File: src/rtl/actt_pkg.sv
// Shared types and constants for the aged connection token table.
package actt_pkg;

  localparam logic MODE_ISSUE = 1'b0;
  localparam logic MODE_CHECK = 1'b1;

  localparam logic [31:0] MAX_AGE_RESET = 32'd700;

  typedef struct packed {
    logic        mode;
    logic [31:0] tick_now;
    logic [31:0] fresh_value;
    logic [31:0] presented_value;
    logic [47:0] source_addr;
  } req_t;

  typedef struct packed {
    logic done;
    logic hit;
    logic used;
  } cell_stat_t;

endpackage

File: src/rtl/actt_cell.sv
// One table entry with its slice of the search chain.
module actt_cell (
  input  logic                clk_i,
  input  logic                rst_ni,
  input  logic [31:0]         max_age_i,
  input  actt_pkg::req_t      req_i,
  input  logic                tok_i,
  output logic                tok_o,
  output actt_pkg::cell_stat_t stat_o
);
  import actt_pkg::*;

  logic        tok_q;
  logic        used_q, used_d;
  logic [31:0] value_q, value_d;
  logic [31:0] tick_q, tick_d;
  logic [47:0] addr_q, addr_d;
  logic [31:0] age;
  logic        expired, match, done, hit;

  // Modular age; unsigned compare against the configured limit.
  assign age     = req_i.tick_now - tick_q;
  assign expired = age >= max_age_i;
  assign match   = (value_q == req_i.presented_value) &&
                   (addr_q == req_i.source_addr) && !expired;

  always_comb begin
    used_d  = used_q;
    value_d = value_q;
    tick_d  = tick_q;
    addr_d  = addr_q;
    done    = 1'b0;
    hit     = 1'b0;
    if (tok_q) begin
      if (req_i.mode == MODE_ISSUE) begin
        // A free cell is the append slot, since occupied cells form a prefix.
        done = !used_q || expired;
        hit  = done;
        if (done) begin
          used_d  = 1'b1;
          value_d = req_i.fresh_value;
          tick_d  = req_i.tick_now;
          addr_d  = req_i.source_addr;
        end
      end else begin
        done = !used_q || match;
        hit  = used_q && match;
        if (hit) begin
          tick_d = req_i.tick_now;
        end
      end
    end
  end

  assign tok_o       = tok_q && !done;
  assign stat_o.done = done;
  assign stat_o.hit  = hit;
  assign stat_o.used = used_q;

  always_ff @(posedge clk_i or negedge rst_ni) begin
    if (!rst_ni) begin
      tok_q  <= 1'b0;
      used_q <= 1'b0;
    end else begin
      tok_q  <= tok_i;
      used_q <= used_d;
    end
  end

  always_ff @(posedge clk_i) begin
    value_q <= value_d;
    tick_q  <= tick_d;
    addr_q  <= addr_d;
  end

endmodule

File: src/rtl/aged_connect_token_table_top.sv
// Top level of the aged connection token table: request register, cell chain, result staging.
//
// Usage: one input beat carries a request. mode 0 issues fresh_value as a new
// token for source_addr at tick_now, mode 1 checks presented_value against the
// table. Every request returns exactly one output beat: issued_value on a
// successful issue, accepted on a matching check, table_full when an issue
// finds no expired and no free entry.
// The request walks a chain of TABLE_DEPTH cells, one cell per cycle, and stops
// at the first cell that decides it. From its input beat an item passes the request
// register, the cells up to the one that decides it, the staging register and the
// output register; the chain length bounds that path. Only one request is in the
// chain at a time; in_stall_o stays high until its result has moved on to the output
// register, so a new input beat comes no earlier than the previous output beat: the
// block takes no new request before the last one is through. While out_stall_i holds
// the output register, a finished result waits in a staging register.
// max_age_ticks is to be written through cfg_we_i / cfg_wdata_i only while the block is
// idle; the block itself does not enforce this. Reset empties the table and sets
// max_age_ticks to 700; no clearing pass is needed.
module aged_connect_token_table_top #(
  parameter int TABLE_DEPTH = 16
) (
  input  logic        clk_i,
  input  logic        rst_ni,
  input  logic        cfg_we_i,
  input  logic [31:0] cfg_wdata_i,
  input  logic        in_valid_i,
  output logic        in_stall_o,
  input  logic        mode_i,
  input  logic [31:0] tick_now_i,
  input  logic [31:0] fresh_value_i,
  input  logic [31:0] presented_value_i,
  input  logic [47:0] source_addr_i,
  output logic        out_valid_o,
  input  logic        out_stall_i,
  output logic [31:0] issued_value_o,
  output logic        accepted_o,
  output logic        table_full_o
);
  import actt_pkg::*;

  logic [31:0]      max_age_q;
  req_t             req_q;
  logic             busy_q;
  logic             in_accept;
  logic [TABLE_DEPTH:0]   tok;
  logic [TABLE_DEPTH-1:0] done_vec, hit_vec, used_vec;
  cell_stat_t       stat [TABLE_DEPTH];
  logic             done_any, hit_any;

  logic             pend_q;
  logic [31:0]      pend_issued_q;
  logic             pend_accepted_q, pend_full_q;
  logic             out_valid_q;
  logic [31:0]      out_issued_q;
  logic             out_accepted_q, out_full_q;
  logic             out_free;

  assign in_stall_o = busy_q || pend_q;
  assign in_accept  = in_valid_i && !in_stall_o;
  assign tok[0]     = in_accept;

  for (genvar k = 0; k < TABLE_DEPTH; k++) begin : g_cell
    actt_cell u_cell (
      .clk_i     (clk_i),
      .rst_ni    (rst_ni),
      .max_age_i (max_age_q),
      .req_i     (req_q),
      .tok_i     (tok[k]),
      .tok_o     (tok[k+1]),
      .stat_o    (stat[k])
    );
    assign done_vec[k] = stat[k].done;
    assign hit_vec[k]  = stat[k].hit;
    assign used_vec[k] = stat[k].used;
  end

  // A beat leaving the last cell means the whole table was passed without a decision.
  assign done_any = (|done_vec) || tok[TABLE_DEPTH];
  assign hit_any  = |hit_vec;
  assign out_free = !out_valid_q || !out_stall_i;

  always_ff @(posedge clk_i or negedge rst_ni) begin
    if (!rst_ni) begin
      max_age_q   <= MAX_AGE_RESET;
      busy_q      <= 1'b0;
      pend_q      <= 1'b0;
      out_valid_q <= 1'b0;
    end else begin
      if (cfg_we_i) begin
        max_age_q <= cfg_wdata_i;
      end
      if (in_accept) begin
        busy_q <= 1'b1;
      end else if (done_any) begin
        busy_q <= 1'b0;
      end
      if (done_any) begin
        pend_q <= 1'b1;
      end else if (pend_q && out_free) begin
        pend_q <= 1'b0;
      end
      if (pend_q && out_free) begin
        out_valid_q <= 1'b1;
      end else if (!out_stall_i) begin
        out_valid_q <= 1'b0;
      end
    end
  end

  always_ff @(posedge clk_i) begin
    if (in_accept) begin
      req_q.mode            <= mode_i;
      req_q.tick_now        <= tick_now_i;
      req_q.fresh_value     <= fresh_value_i;
      req_q.presented_value <= presented_value_i;
      req_q.source_addr     <= source_addr_i;
    end
    if (done_any) begin
      pend_issued_q   <= (req_q.mode == MODE_ISSUE && hit_any) ? req_q.fresh_value : 32'd0;
      pend_accepted_q <= (req_q.mode == MODE_CHECK) && hit_any;
      pend_full_q     <= (req_q.mode == MODE_ISSUE) && !hit_any;
    end
    if (pend_q && out_free) begin
      out_issued_q   <= pend_issued_q;
      out_accepted_q <= pend_accepted_q;
      out_full_q     <= pend_full_q;
    end
  end

  assign out_valid_o    = out_valid_q;
  assign issued_value_o = out_issued_q;
  assign accepted_o     = out_accepted_q;
  assign table_full_o   = out_full_q;

  // At most one request beat travels the chain.
  a_one_token : assert property (@(posedge clk_i) disable iff (!rst_ni)
    $onehot0(tok[TABLE_DEPTH:1]))
    else $error("more than one request in the cell chain");

  // Occupied cells always form a prefix of the table.
  a_used_prefix : assert property (@(posedge clk_i) disable iff (!rst_ni)
    (used_vec & ~{used_vec[TABLE_DEPTH-2:0], 1'b1}) == '0)
    else $error("occupied entries are not contiguous");

  // A decision only comes while a request is in flight.
  a_done_busy : assert property (@(posedge clk_i) disable iff (!rst_ni)
    done_any |-> busy_q && !pend_q)
    else $error("chain finished with no request in flight");

  // Every result sets exactly one kind of outcome at most.
  a_one_outcome : assert property (@(posedge clk_i) disable iff (!rst_ni)
    pend_q |-> $onehot0({pend_accepted_q, pend_full_q}))
    else $error("result flags both accepted and full");

endmodule
File: config.mk
export PLATFORM = sky130hd
export DESIGN_NAME = aged_connect_token_table_top
export DESIGN_NICKNAME = d
export VERILOG_FILES = /design/src/rtl/actt_pkg.sv /design/src/rtl/actt_cell.sv /design/src/rtl/aged_connect_token_table_top.sv
export SDC_FILE = /design/constraint.sdc
export NUM_CORES = 2
export LEC_CHECK = 0
export ABC_AREA = 1
export BUFFER_PORTS_ARGS = -buffer_cell sky130_fd_sc_hd__clkbuf_2
export CAP_MARGIN = 20
export CELL_PAD_IN_SITES_DETAIL_PLACEMENT = 0
export CELL_PAD_IN_SITES_GLOBAL_PLACEMENT = 1
export CORE_AREA = 2 2 592 594
export DETAILED_ROUTE_END_ITERATION = 8
export DIE_AREA = 0 0 594 596
export GPL_TIMING_DRIVEN = 1
export PLACE_DENSITY = 0.55
export SLEW_MARGIN = 5
export SYNTH_ARGS = -nofsm -noshare
export SYNTH_HDL_FRONTEND = slang
export SYNTH_SLANG_ARGS = --single-unit
File: constraint.sdc
create_clock -name clk_i -period 13.6 [get_ports clk_i]
set_input_delay 0.68 -clock clk_i [delete_from_list [all_inputs] [get_ports clk_i]]
set_output_delay 0.68 -clock clk_i [all_outputs]
set_load 0.01 [all_outputs]
==> qor.log <==
qor: worst_setup_path.critical_path.reg2reg.startpoint req_q[112]
qor: sta.final.setup.tns 0 ns
qor: worst_setup_path.crit_path_start_kind register
qor: cells_and_area.nFillCells 34.1k
qor: place.dpl.cell_count 17.0k
qor: sta.timing_hold_violations_final 0
qor: grt.grt_first_pass_wirelength 646000 um
qor: worst_setup_path.critical-path-slowest-cell sky130_fd_sc_hd__nor2_8
qor: sta.slew_headroom 25.3%
qor: synthesis.ys_types 56
qor: hold_path.hold_start cfg_wdata_i[23]
qor: synthesis.ys_warn_count 0
qor: place.placed_standard_cell_area 0.129 mm2
qor: place.dp.final_hpwl 305000 um
qor: floorplan.rows 217
qor: sta.min_period 7.03 ns
qor: pwr.leakagePower 56.4 nW
qor: floorplan.die_w 594 um
qor: pwr.share_clk_of_total_power 48.3%
qor: pwr.pwr_density_cell 104 mW/mm2
qor: run_status.outcome finished, final reports clean
qor: sta.clock.fmax 0.142 GHz
qor: worst_setup_path.critical_path_required 14.23 ns
qor: cells_and_area.drive_gt1_share 8.01%
qor: drt.dr.pass1.iters 8
qor: cts.clock_sinks 2072
qor: synthesis.synth_area_leader_cell sky130_fd_sc_hd__edfxtp_1
qor: pwr.comb_power_share 3.9%
qor: synthesis.synth.avg_cell_area 10.0 um2
qor: worst_setup_path.crit_top_cell sky130_fd_sc_hd__nand2_1
qor: synthesis.synth_ff_type sky130_fd_sc_hd__edfxtp_1
qor: run.timing.max_cap.violations 0
qor: drt.number_of_vias_per_cell_after_detailed_routing 5.03
qor: synthesis.synthDominantCellAreaShare 49.7%
qor: worst_setup_path.cp_data_arrival_time 7.66 ns
qor: cts.worst_setup_hold_path_clk_slew 0.06 ns
qor: grt.gr-usage-all-layers 25.4%
qor: synthesis.syn_nets 13.3k
qor: drt.drt_initial_violations 7017
qor: cts.worstSkewPairLatency 0.92 ns
qor: sta.fin_crit_sh 51.7%
qor: cts.tritoncts yes
qor: sta.setup_viol 0
qor: floorplan.initial_core_util 34.8%
qor: floorplan.top_level_ports 218
qor: grt.grt_max_degree 69
qor: synthesis.synth_edf_count 2005
qor: cts.cts.htree.levels 5
qor: sta.finalClockSkew 0.0581 ns
qor: grt.antenna_found_initial 37
qor: synthesis.synthCells 12.1k
qor: pwr.peakVddDrop 0.0961 mV
qor: drt.vias 88.9k
qor: hold_path.worstHoldPathType input port to register
qor: synthesis.ys_seq_elements 2072
qor: sta.worst_slew_pin_slew 1.12 ns
qor: drt.number_of_antenna_violating_nets_in_the_routed_design 0
qor: synthesis.proportion_of_register_bits_with_asynchronous_set_or_reset_after_synthesis 3.23%
qor: floorplan.die-height 596 um
qor: pwr.internal_power 11.1 mW
qor: worst_setup_path.end_kind register
qor: pwr.seqPwrFrac 47.8%
qor: drt.detail_route.drc_violations 0
qor: synthesis.synth-seq-area-share 51.1%
qor: grt.grt_overflow_total 0
qor: synthesis.yosys-top-cells-area sky130_fd_sc_hd__edfxtp_1 (50%), sky130_fd_sc_hd__ha_1 (10%), sky130_fd_sc_hd__nand2_1 (8.0%), sky130_fd_sc_hd__xnor2_1 (7.6%), sky130_fd_sc_hd__inv_1 (4.7%)
qor: cells_and_area.areaGrowthSynthToFinish 14.6%
qor: pwr.total_power 14.5 mW
qor: sta.rsz_0062_raised_after_global_routing no
qor: cts.cts_root_cell sky130_fd_sc_hd__clkbuf_16
qor: place.place.port_buffers 217
qor: cells_and_area.instances_no_fill 17.7k
qor: cells_and_area.stdcell_area 0.139 mm2
qor: sta.hold_slack 0.0682 ns
qor: floorplan.fp.coreArea 0.348 mm2
qor: cts.cts.repair.resized 0
qor: sta.maxSlewViolCount 0
qor: cts.post_cts_buffers 0
qor: worst_setup_path.timing.setup.critical_path_class register to register
qor: pwr.switching_share 23.0%
qor: synthesis.syn-cell-area 0.121 mm2
qor: cts.cts_made_buffers 266
qor: pwr.netSwitchingPower 3.34 mW
qor: cells_and_area.post-route-util 39.9%
qor: hold_path.worst_hold_path.endpoint max_age_q[23]
qor: sta.layout_setup_ws 6.57 ns
qor: place.pre_cts_slack 5.97 ns
qor: grt.vias_in_the_first_global_route 88.4k
qor: worst_setup_path.cpPeakStageDelay 0.59 ns
qor: cts.cts_max_path_buffers 4
qor: drt.total_routed_wirelength 457000 um
qor: worst_setup_path.ff2ff_path_depth 35
qor: worst_setup_path.critPathMaxFanout 41
qor: worst_setup_path.r2r_setup_slk 6.57 ns
qor: hold_path.hold_depth 3
qor: cells_and_area.layout.nets 14.1k
qor: floorplan.floorplan.die_area 0.354 mm2
qor: worst_setup_path.r2r-end pend_issued_q[0]
qor: drt.routedWlPerCell 25.9 um
qor: place.gpl.final_weighted_congestion 0.876
[power by group through the flow]
stage	Clock [mW]	Combinational, mW	Sequential, mW
after floorplan	0	0.266	7.05
after global placement	0	0.526	7.05
after detailed placement	0	0.535	7.05
after CTS	7.17	0.577	6.91
after global routing	7.39	0.637	6.91
final	6.99	0.572	6.91
[critical path: cells and delay by family (launching register included)]
family | cells | cell delay [ns]
buffers and inverters | 7 | 1.34
and+or+nand+nor | 18 | 2.71
xor gates and xnor gates | 1 | 0.17
adders and majority gates | 3 | 0.82
DFF | 1 | 0.37
AOI/OAI and AO/OA | 6 | 1.20
[logic make-up after synthesis]
logic type / Yosys count / share of synthesized area (%)
multiplexers: 1 / 0.00929
AO/OA/AOI/OAI: 1595 / 7.39
buffers and inverters: 1716 / 6.11
adder cells (fa/ha/maj): 1024 / 10.7
XOR/XNOR: 1398 / 10.1
AND/OR/NAND/NOR: 4301 / 14.6
flip-flops: 2072 / 51.1
[worst max-delay path by stage]
stage,from,cells past startpoint,end,slack (ns)
2_1_floorplan,req_q[113],21,g_cell[15].u_cell.tick_q[0],6.73
3_3_place_gp,req_q[112],27,pend_issued_q[1],6.17
3_5_place_dp,req_q[112],27,pend_issued_q[10],5.97
4_1_cts,req_q[112],27,pend_issued_q[1],5.95
5_1_grt,req_q[113],25,pend_issued_q[1],5.88
6_report,req_q[112],35,pend_issued_q[0],6.57
[routing by layer]
| layer | vias up | track usage [%] | wire length, um |
|---|---|---|---|
| met5 | - | 0 | 0 |
| met4 | 0 | 8.22 | 15600 |
| met3 | 554 | 2.19 | 18300 |
| met2 | 2116 | 44.8 | 225000 |
| met1 | 43800 | 32.8 | 199000 |
| li1 | 42400 | - | - |
[what timing repair did]
action | 4_1_cts | 5_1_grt
setup endpoints to repair | 0 | 0
hold buffers | 174 | 0
endpoints found under the hold margin | 199 | 0
[cell type report]
| type | count | area [um2] | area share (%) |
|---|---|---|---|
| timing repair buffer | 665 | 5010 | 3.61 |
| inverter | 1528 | 5790 | 4.17 |
| sequential | 2072 | 61900 | 44.6 |
| clock inverter | 153 | 1420 | 1.02 |
| clock buffer | 323 | 7050 | 5.08 |
| antenna | 10 | 25.0 | 0.0180 |
| tap | 4599 | 5750 | 4.14 |
| multi-input combinational | 8319 | 51900 | 37.4 |
[cells in the mapped netlist (35+ instances only)]
cell type / instances
sky130_fd_sc_hd__nand2_1: 2598
sky130_fd_sc_hd__edfxtp_1: 2005
sky130_fd_sc_hd__a21oi_1: 786
sky130_fd_sc_hd__inv_1: 1503
sky130_fd_sc_hd__dfrtp_1: 61
sky130_fd_sc_hd__o21ai_1: 35
sky130_fd_sc_hd__nor2_1: 943
sky130_fd_sc_hd__a31oi_1: 97
sky130_fd_sc_hd__o21a_1: 94
sky130_fd_sc_hd__a21o_1: 38
sky130_fd_sc_hd__buf_4: 55
sky130_fd_sc_hd__ha_1: 1008
sky130_fd_sc_hd__o21ai_0: 356
sky130_fd_sc_hd__nand3_1: 258
sky130_fd_sc_hd__or2_2: 84
sky130_fd_sc_hd__buf_6: 96
sky130_fd_sc_hd__xor2_1: 353
sky130_fd_sc_hd__nor3_1: 112
sky130_fd_sc_hd__a21boi_0: 51
sky130_fd_sc_hd__nand4_1: 204
sky130_fd_sc_hd__xnor2_1: 1045
[cell usage in the layout (no fill, tap or decap), types with 14 or more instances in the layout]
| master | n |
|---|---|
| sky130_fd_sc_hd__nand2_1 | 2597 |
| sky130_fd_sc_hd__edfxtp_1 | 2005 |
| sky130_fd_sc_hd__inv_1 | 1477 |
| sky130_fd_sc_hd__xnor2_1 | 1045 |
| sky130_fd_sc_hd__ha_1 | 1008 |
| sky130_fd_sc_hd__nor2_1 | 943 |
| sky130_fd_sc_hd__a21oi_1 | 785 |
| sky130_fd_sc_hd__o21ai_0 | 356 |
| sky130_fd_sc_hd__xor2_1 | 353 |
| sky130_fd_sc_hd__clkbuf_16 | 271 |
| sky130_fd_sc_hd__buf_4 | 266 |
| sky130_fd_sc_hd__nand3_1 | 257 |
| sky130_fd_sc_hd__clkbuf_2 | 216 |
| sky130_fd_sc_hd__nand4_1 | 204 |
| sky130_fd_sc_hd__dlygate4sd3_1 | 174 |
| sky130_fd_sc_hd__nor3_1 | 112 |
| sky130_fd_sc_hd__a31oi_1 | 97 |
| sky130_fd_sc_hd__o21a_1 | 94 |
| sky130_fd_sc_hd__or2_2 | 84 |
| sky130_fd_sc_hd__clkinv_1 | 61 |
| sky130_fd_sc_hd__dfrtp_1 | 60 |
| sky130_fd_sc_hd__a21boi_0 | 50 |
| sky130_fd_sc_hd__clkinv_2 | 45 |
| sky130_fd_sc_hd__clkbuf_1 | 45 |
| sky130_fd_sc_hd__a21o_1 | 38 |
| sky130_fd_sc_hd__o21ai_1 | 35 |
| sky130_fd_sc_hd__nor3_2 | 29 |
| sky130_fd_sc_hd__inv_2 | 28 |
| sky130_fd_sc_hd__nor4_1 | 24 |
| sky130_fd_sc_hd__o21bai_1 | 22 |
| sky130_fd_sc_hd__inv_4 | 19 |
| sky130_fd_sc_hd__a21boi_1 | 18 |
| sky130_fd_sc_hd__bufinv_16 | 17 |
| sky130_fd_sc_hd__o221ai_1 | 16 |
| sky130_fd_sc_hd__fa_1 | 16 |
| sky130_fd_sc_hd__a221oi_1 | 14 |
| sky130_fd_sc_hd__o22ai_1 | 14 |
[state kept, by name, indices dropped and copies added, names as in the netlist, 16 cells and up]
signal,flops
g_cell.u_cell.tok_q,16
g_cell.u_cell.value_q,512
issued_value_o,32
max_age_q,32
pend_issued_q,32
g_cell.u_cell.addr_q,768
g_cell.u_cell.tick_q,512
g_cell.u_cell.used_q,16
req_q,145
No activity file was read; power rests on OpenSTA's default activity.
